### src/rtl/mzg_pkg.sv
// ----------------------------------------------------------------------------
// mzg_pkg: maze generator shared types and constants
// Cell codes, register indexes, command codes and the LCG constants.
// ----------------------------------------------------------------------------
`default_nettype none
package mzg_pkg;
  localparam int GridSideDef   = 64;
  localparam int StackDepthDef = 1024;
  localparam logic [31:0] LcgMul = 32'd1103515245;
  localparam logic [31:0] LcgInc = 32'd12345;
  localparam int LoopFactor = 10;

  typedef enum logic [1:0] {
    CODE_WALL  = 2'd0,
    CODE_PATH  = 2'd1,
    CODE_START = 2'd2,
    CODE_GOAL  = 2'd3
  } cell_code_e;

  localparam logic [1:0] RegSeed   = 2'd0;
  localparam logic [1:0] RegWidth  = 2'd1;
  localparam logic [1:0] RegHeight = 2'd2;
  localparam logic [1:0] RegExtra  = 2'd3;

  localparam logic OpGenerate = 1'b0;
  localparam logic OpRead     = 1'b1;

  typedef struct packed {
    logic       opcode;
    logic [5:0] cell_x;
    logic [5:0] cell_y;
  } cmd_t;

  typedef struct packed {
    logic [1:0] cell_code;
    logic [5:0] maze_width;
    logic [5:0] maze_height;
    logic [7:0] loops_added;
  } rsp_t;

  // round a request up to odd and clamp into the grid
  function automatic logic [5:0] odd_dim(input logic [5:0] req, input logic [5:0] cap);
    logic [6:0] d;
    d = (req < 6'd3) ? 7'd3 : {1'b0, req};
    if (!d[0]) d = d + 7'd1;
    if (d > {1'b0, cap}) d = {1'b0, cap};
    return d[5:0];
  endfunction
endpackage
`default_nettype wire

### src/rtl/mzg_lcg.sv
// ----------------------------------------------------------------------------
// mzg_lcg: random draw unit
// Holds the LCG state; a draw advances it and reduces the result modulo the span
// by repeated subtraction of the shifted span.
// ----------------------------------------------------------------------------
`default_nettype none
module mzg_lcg import mzg_pkg::*; (
  input  wire logic        clk_i,
  input  wire logic        rst_ni,
  input  wire logic        seed_we_i,
  input  wire logic [31:0] seed_i,
  input  wire logic        start_i,
  input  wire logic [6:0]  span_i,
  output logic             done_o,
  output logic [6:0]       rem_o
);
  typedef enum logic [1:0] {S_IDLE, S_MUL, S_RED} st_e;
  st_e st_q;
  logic [31:0] rng_q;
  logic [30:0] rem_q;
  logic [6:0]  span_q;
  logic [4:0]  sh_q;
  logic [37:0] dv;
  logic [31:0] prod;

  assign prod = rng_q * LcgMul + LcgInc;
  assign dv   = {31'd0, span_q} << sh_q;
  assign done_o = (st_q == S_RED) && (sh_q == 5'd0) && ({7'd0, rem_q} < dv);
  assign rem_o  = rem_q[6:0];

  // restoring reduction: subtract the shifted span while it fits, then shift down
  always_ff @(posedge clk_i or negedge rst_ni) begin
    if (!rst_ni) begin
      st_q <= S_IDLE; rng_q <= '0; rem_q <= '0; span_q <= 7'd1; sh_q <= '0;
    end else if (seed_we_i) begin
      rng_q <= seed_i;
    end else begin
      case (st_q)
        S_IDLE: if (start_i) begin span_q <= span_i; st_q <= S_MUL; end
        S_MUL: begin
          rng_q <= {1'b0, prod[30:0]};
          rem_q <= prod[30:0];
          sh_q  <= 5'd24;
          st_q  <= S_RED;
        end
        S_RED: begin
          if ({7'd0, rem_q} >= dv) rem_q <= rem_q - dv[30:0];
          else if (sh_q != 5'd0) sh_q <= sh_q - 5'd1;
          else st_q <= S_IDLE;
        end
        default: st_q <= S_IDLE;
      endcase
    end
  end
endmodule
`default_nettype wire

### config.mk
export PLATFORM = sky130hd
export DESIGN_NAME = mzg_lcg
export DESIGN_NICKNAME = d
export VERILOG_FILES = /design/src/rtl/mzg_pkg.sv /design/src/rtl/mzg_lcg.sv
export SDC_FILE = /design/constraint.sdc
export NUM_CORES = 1
export LEC_CHECK = 0
export ABC_CLOCK_PERIOD_IN_PS = 7700
export BUFFER_PORTS_ARGS = -buffer_cell sky130_fd_sc_hd__buf_2
export CORE_MARGIN = 5
export CORE_UTILIZATION = 40
export CTS_CLUSTER_SIZE = 14
export DETAILED_ROUTE_END_ITERATION = 8
export GPL_TIMING_DRIVEN = 0
export PLACE_DENSITY = 0.57
export SLEW_MARGIN = 10
export SYNTH_ARGS = -nofsm -noshare
export SYNTH_HDL_FRONTEND = slang
export SYNTH_SLANG_ARGS = --single-unit
### constraint.sdc
create_clock -name clk_i -period 7.7 [get_ports clk_i]
set_input_delay 0.77 -clock clk_i [delete_from_list [all_inputs] [get_ports clk_i]]
set_output_delay 0.77 -clock clk_i [all_outputs]
set_load 0.05 [all_outputs]
==> out/results.ini, run 1 <==
[placed_design]
hpwl_mm = 35.96
portBuffers = 48
gp_congestion = 0.9774
dp.cells = 2187
dp_slack_ps = -782.2

[logic_synthesis]
synth_edf_count = 0
async_flop_share = 1.000
muxShareOfSynthArea = 0.02418
synthTopCellsByArea = fa_1 25%, ha_1 20%, dfrtp_1 13%, inv_1 11%, a21oi_1 3.7%
synth_area_sq_um = 14440
synth_xor_area_frac = 0.05156
syn_nets = 2126
synth_common_cells = 426 x inv_1, 230 x ha_1, 177 x fa_1
yosys_register_bits = 76
synth-compound-area-share = 0.1259
synth_top_family_by_area = adder cells
yosysSeqAreaShare = 0.1318
synth_cells = 1676
yosysMostFrequentCell = inv_1
synth_simple_gate_area_frac = 0.09585
synth_top_area_frac = 0.2454
synth_fa_ha_area_frac = 0.4448
avgSynthCellArea_sq_um = 8.614
synth_top_cell_by_area = fa_1
ys_warn_count = 0
synth.distinct_cells = 69
synth_ff_type = dfrtp_1

[die]
fp.dieW_microns = 200.0
row_count = 69
ios = 51
fp.dieH_microns = 200.0
start_util = 0.4059
die_area_sq_um = 39990
core_area_sq_um = 35570

[critical_path]
crit_arrival_ps = 7640
crit_type = reg -> reg
end_kind = flop
critical_path.startpoint_type = flop
critical_path_required_ps = 7980
critPathMaxFanout = 7

[clocking]
cts_buffer_depth = 2
cts_buffers = 9
cts_tree = done
clk_pin_slew_ps = 70
cts_sinks = 76
cts_hold_buf = 0
cts_root_buf = clkbuf_16
clk_latency_ps = 370
h-tree-depth = 3

[cells_and_area]
area_growth_pct = 9.412
drive_gt1_frac = 0.08030
final_cells = 2217
antennaDiodeCount = 0
nets = 2201

[global_routing]
grt_pass1_vias = 11851
grt_usage = 0.2168
grt_pass1_wl_mm = 66.17
antenna_found_initial = 0
grt-ovfl-total = 0
grt_max_degree = 51

[drt]
viasPerCell = 5.090
num_vias = 11284
dr.pass1.iters = 5
drc = 0
routed_wl_mm = 42.04
ant_nets = 0
drt_iter0_drc = 577
wl_per_cell_microns = 18.96

[timing]
min_period_ps = 7354
worst_slack_ps = 346.0
relSlewSlack = 0.4192
fin_setup_tns_ps = 0
drv_slew = 0
timing.fmax_ghz = 0.1360
hold_violations = 0
fin_crit_sh = 0.9551
worst_clock_skew_ps = 11.48
tightest_slew_ps = 864.5
setup_viol = 0

[run]
drv_cap = 0

[outcome]
status = finished, final reports clean

[min_path]
hold_path.class = in -> async

path summary, 6_finish.rpt:
kind	cells after the start	slack (ps)	to	startpoint
min in group clk_i	2	500	rem_q[28]$_DFFE_PN0P_	rem_q[28]$_DFFE_PN0P_
max	22	350	rem_q[27]$_DFFE_PN0P_	rng_q[10]$_DFFE_PN0P_
min	1	320	span_q[3]$_DFFE_PN0P_	rst_ni
min reg2reg	2	500	rem_q[28]$_DFFE_PN0P_	rem_q[28]$_DFFE_PN0P_
max in group asynchronous	2	6750	rng_q[5]$_DFFE_PN0P_	rst_ni
max reg2reg	22	350	rem_q[27]$_DFFE_PN0P_	rng_q[10]$_DFFE_PN0P_
area by class of cell:
type | instances | area, sq um
tap | 461 | 576.8
buffer | 45 | 215.2
timing repair buffer | 64 | 380.4
multi-input combinational | 1128 | 10780
clock inverter | 6 | 95.09
fill | 3569 | 19770
clock buffer | 10 | 229.0
sequential | 76 | 1918
inverter | 427 | 1607
repair_timing:
action                     4_1_cts  5_1_grt
pin swaps                        1        2
resized for setup               11       11
setup buffers                    2       12
cloned                           0        0
setup endpoints to repair       14        7
worst max-delay path: stages, from the launching register on:
cell and delay [ps]:
dfrtp_1 530, ha_1 440, inv_1 70, fa_1 430, fa_1 490, fa_1 550, inv_1 50, fa_1 520
fa_1 440, fa_1 560, inv_1 70, fa_1 580, inv_1 70, ha_1 270, clkbuf_1 300, and3_1 280
or3b_2 450, o221ai_1 340, o41ai_2 140, buf_4 150, xnor2_1 260, mux2i_1 130, o21ai_1 150
cell usage in the layout, fill, tap and decap left out, drive strengths merged, types with 7 or more instances in the layout:
master	synthesis	final
nand2b	17	17
nor3	17	17
buf	18	82
nand2	114	114
mux2	12	12
nand3	18	18
o21a	9	9
a31oi	8	8
nand4	9	9
clkbuf	27	37
xor2	26	26
ha	230	230
xnor2	59	59
and2	8	8
a21oi	108	108
a21o	27	27
nor2b	13	13
a211oi	7	7
dfrtp	75	75
inv	426	427
nor2	84	84
fa	177	177
o21ai	93	93
mux2i	21	21
registers in the layout, indices dropped and copies added, names as in the netlist:
name / cells
rng_q: 31
st_q: 2
span_q: 7
rem_q: 31
sh_q: 5
stage by stage:
stage	hold WS [ps]	utilization	area, sq um
floorplan	456.3	-	14440
global placement	481.1	0.4289	15250
detailed placement	486.8	0.4300	15300
CTS	324.3	0.4406	15670
global route	345.1	0.4441	15800
finish	318.6	0.4441	15800
layer usage:
layer	part of all wire	up-vias	routed length, microns	GRT usage
met4	0.026	0	1102	0.06516
met3	0.051	62	2150	0.02887
li1	-	5458	-	-
met1	0.45	5474	19080	0.3017
met2	0.47	290	19700	0.3547
met5	0	-	0	0
cells by family after synthesis:
group,after synthesis
buffers and inverters,472
adder cells (fa/ha/maj),407
AND/OR/NAND/NOR,303
AO/OA/AOI/OAI,300
XOR/XNOR,85
flip-flops,76
multiplexers,33
Power of run 1 is left out: the tool's default activity adds up to more than one toggle a clock period on the data nets, which glitch-free logic cannot reach.
==> run 2: changes to the inputs <==
--- a/config.mk
+++ b/config.mk
@@ -5,6 +5,7 @@
 export SDC_FILE = /design/constraint.sdc
 export NUM_CORES = 1
 export LEC_CHECK = 0
+export ABC_AREA = 1
 export ABC_CLOCK_PERIOD_IN_PS = 7700
 export BUFFER_PORTS_ARGS = -buffer_cell sky130_fd_sc_hd__buf_2
 export CORE_MARGIN = 5
@@ -12,7 +13,7 @@
 export CTS_CLUSTER_SIZE = 14
 export DETAILED_ROUTE_END_ITERATION = 8
 export GPL_TIMING_DRIVEN = 0
-export PLACE_DENSITY = 0.57
+export PLACE_DENSITY = 0.56
 export SLEW_MARGIN = 10
 export SYNTH_ARGS = -nofsm -noshare
 export SYNTH_HDL_FRONTEND = slang
==> run 2 against run 1 <==
Net effect:
- via count rose by 18%
- synthesized area rose by 7.4%
- first-iteration DRC count rose by 54%
- global-route usage rose by 3.8 points
- count of clock-buffer cells in the layout rose by 1
- critical path depth rose by 7
- sequential cell count did not move
- critical endpoint unchanged
==> out/results.ini, run 2 <==
[outcome]
status = finished, final reports clean

[clocking]
cts_buffers = 9  ; unchanged
cts_sinks = 76  ; unchanged
clk_latency_ps = 360  ; about the same
clk_pin_slew_ps = 70  ; about the same
cts_buffer_depth = 2  ; unchanged
cts_hold_buf = 0  ; unchanged
post_cts.repair.setup_buffers = 0  ; -2
h-tree-depth = 3  ; unchanged
cts_root_buf = clkbuf_16
cts_tree = done

[die]
die_area_sq_um = 42790  ; +7.0%
ios = 51  ; unchanged
fp.dieH_microns = 206.9  ; +3.4%
fp.dieW_microns = 206.9  ; +3.4%
start_util = 0.4029  ; -0.002962
row_count = 72  ; +4.3%
core_area_sq_um = 38470  ; +8.1%

[timing]
setup_viol = 0  ; unchanged
min_period_ps = 7291  ; -63.10 ps
tightest_slew_ps = 913.9  ; +49.38 ps
drv_slew = 0  ; unchanged
hold_violations = 0  ; unchanged
relSlewSlack = 0.3885  ; -0.03074
fin_crit_sh = 0.9469  ; -0.008195
timing.fmax_ghz = 0.1372  ; +0.87%
worst_clock_skew_ps = 9.753  ; -1.725 ps
rsz0062_at_grt = false

[critical_path]
worstReg2RegStart = rng_q[7]$_DFFE_PN0P_
crit_arrival_ps = 7540  ; -100 ps
critical_path_required_ps = 7950  ; -30 ps
reg2reg_setup_slack_ps = 410  ; +60 ps
slowest_delay_ps = 550  ; -30 ps
r2r_cells = 29  ; +32%
end_kind = flop
critPathMaxFanout = 8  ; +1
cpMostUsedCell = inv_1
cpMaxStageDelayCell = dfrtp_2
crit_type = reg -> reg
reg2reg_to = rem_q[27]$_DFFE_PN0P_
critical_path.startpoint_type = flop

[placed_design]
placed_cell_area_sq_um = 16420  ; +7.3%
portBuffers = 48  ; unchanged
hpwl_mm = 45.95  ; +28%
gp_congestion = 1.052  ; +7.7%

[min_path]
hold_path.class = in -> async

[cells_and_area]
nets = 2574  ; +17%
reg_top3 = rem_q x31, rng_q x31, span_q x7
drive_gt1_frac = 0.06999  ; -0.01031
final_cell_mix = 529 x inv_1, 438 x nand2_1, 229 x ha_1, 177 x fa_1, 120 x nand3_1
area_growth_pct = 8.169
final_util = 0.4359  ; -0.008247
antennaDiodeCount = 0  ; unchanged
layout_commonest_cell = inv_1
final_area_sq_um = 16770  ; +6.1%

[logic_synthesis]
synth_fa_ha_area_frac = 0.4143  ; -0.03048
synth_top_cell_by_area = fa_1
synth_simple_gate_area_frac = 0.2075  ; +0.1116
syn_nets = 2514  ; +18%
synth-compound-area-share = 0.08137  ; -0.04455
synth_top_family_by_area = adder cells
muxShareOfSynthArea = 0.005086  ; -0.01909
synthTopCellsByArea = fa_1 23%, ha_1 19%, inv_1 13%, dfrtp_1 12%, nand2_1 11%
yosys_register_bits = 76  ; unchanged
synth_xor_area_frac = 0.02543  ; -0.02614
synth_cells = 2064  ; +23%
synth.distinct_cells = 53  ; -23%
async_flop_share = 1.000  ; unchanged
avgSynthCellArea_sq_um = 7.510  ; -13%
yosysMostFrequentCell = inv_1
synth_ff_type = dfrtp_1
synth_area_sq_um = 15500  ; +7.4%
ys_warn_count = 0  ; unchanged
synth_edf_count = 0  ; unchanged
synth_top_area_frac = 0.2286  ; -0.01682
yosysSeqAreaShare = 0.1228  ; -0.009034
synth_common_cells = 529 x inv_1, 438 x nand2_1, 230 x ha_1

[global_routing]
antenna_found_initial = 1  ; +1
grt_usage = 0.2546  ; +0.03779
grt_max_degree = 49  ; -3.9%
grt_pass1_wl_mm = 81.17  ; +23%
grt-ovfl-total = 0  ; unchanged
grt_pass1_vias = 13747  ; +16%

[drt]
dr.pass1.iters = 7  ; +2
drt_iter0_drc = 888  ; +54%
num_vias = 13305  ; +18%
routed_wl_mm = 52.29  ; +24%
viasPerCell = 5.026  ; -1.2%
ant_nets = 0  ; unchanged
drc = 0  ; unchanged
wl_per_cell_microns = 19.76  ; +4.2%

[run]
drv_cap = 0  ; unchanged

## run 2: timing repair
item,in CTS,in global routing
cloned,0,0
endpoints found under the setup margin,3,25
gates resized for setup,2,4
## run 2: logic make-up after synthesis
group	Yosys count
simple gates	744
buf+inv	572
fa+ha+maj	407
compound gates	213
flops	76
xor+xnor	45
mux	7
## run 2: stage by stage
step	hold WS, ps	cells	TNS [ps]	setup WS [ps]
5_1_grt	366.8	2647	0	61.03
3_3_place_gp	477.2	2630	-67.59	-60.44
3_5_place_dp	484.4	2631	-247.7	-127.3
4_1_cts	349.7	2647	0	87.50
2_1_floorplan	455.3	2064	0	1501
6_report	338.7	2647	0	409.1
## run 2: per-layer routing
| metal | wire length, microns | track usage | up-vias |
|---|---|---|---|
| met2 | 24260 | 0.4220 | 372 |
| met1 | 23970 | 0.3564 | 6384 |
| met4 | 1315 | 0.06280 | 2 |
| met3 | 2726 | 0.03203 | 64 |
| met5 | 13 | 0 | - |
| li1 | - | - | 6483 |
## run 2: critical path: cells and delay by family, from the launching register on
family | cells | cell delay (ps)
buffers and inverters | 7 | 540
adders and majority gates | 9 | 4090
and+or+nand+nor | 10 | 1210
AOI/OAI and AO/OA | 2 | 490
DFF | 1 | 550
xor gates and xnor gates | 1 | 280
## run 2: how the worst max path moves through the flow
stage | slack [ps] | start | endpoint | cells past startpoint
4_1_cts | 90 | rng_q[0]$_DFFE_PN0P_ | rem_q[15]$_DFFE_PN0P_ | 23
3_3_place_gp | -60 | rng_q[7]$_DFFE_PN0P_ | rem_q[23]$_DFFE_PN0P_ | 27
6_report | 410 | rng_q[7]$_DFFE_PN0P_ | rem_q[27]$_DFFE_PN0P_ | 29
2_1_floorplan | 1500 | rng_q[6]$_DFFE_PN0P_ | rem_q[23]$_DFFE_PN0P_ | 28
3_5_place_dp | -130 | rng_q[7]$_DFFE_PN0P_ | rem_q[23]$_DFFE_PN0P_ | 27
5_1_grt | 60 | rng_q[5]$_DFFE_PN0P_ | rem_q[20]$_DFFE_PN0P_ | 25
## run 2: area by class of cell
cell class | count | area (sq um)
plain buffers | 38 | 216.5
clock buffers | 11 | 242.7
clock inverters | 5 | 85.08
fillers | 4031 | 21700
inverters | 534 | 2009
multi-input cells | 1416 | 11390
flip-flops and latches | 76 | 1907
well taps | 518 | 648.1
repair buffers | 49 | 270.3
Power of run 2 is left out for the same reason.
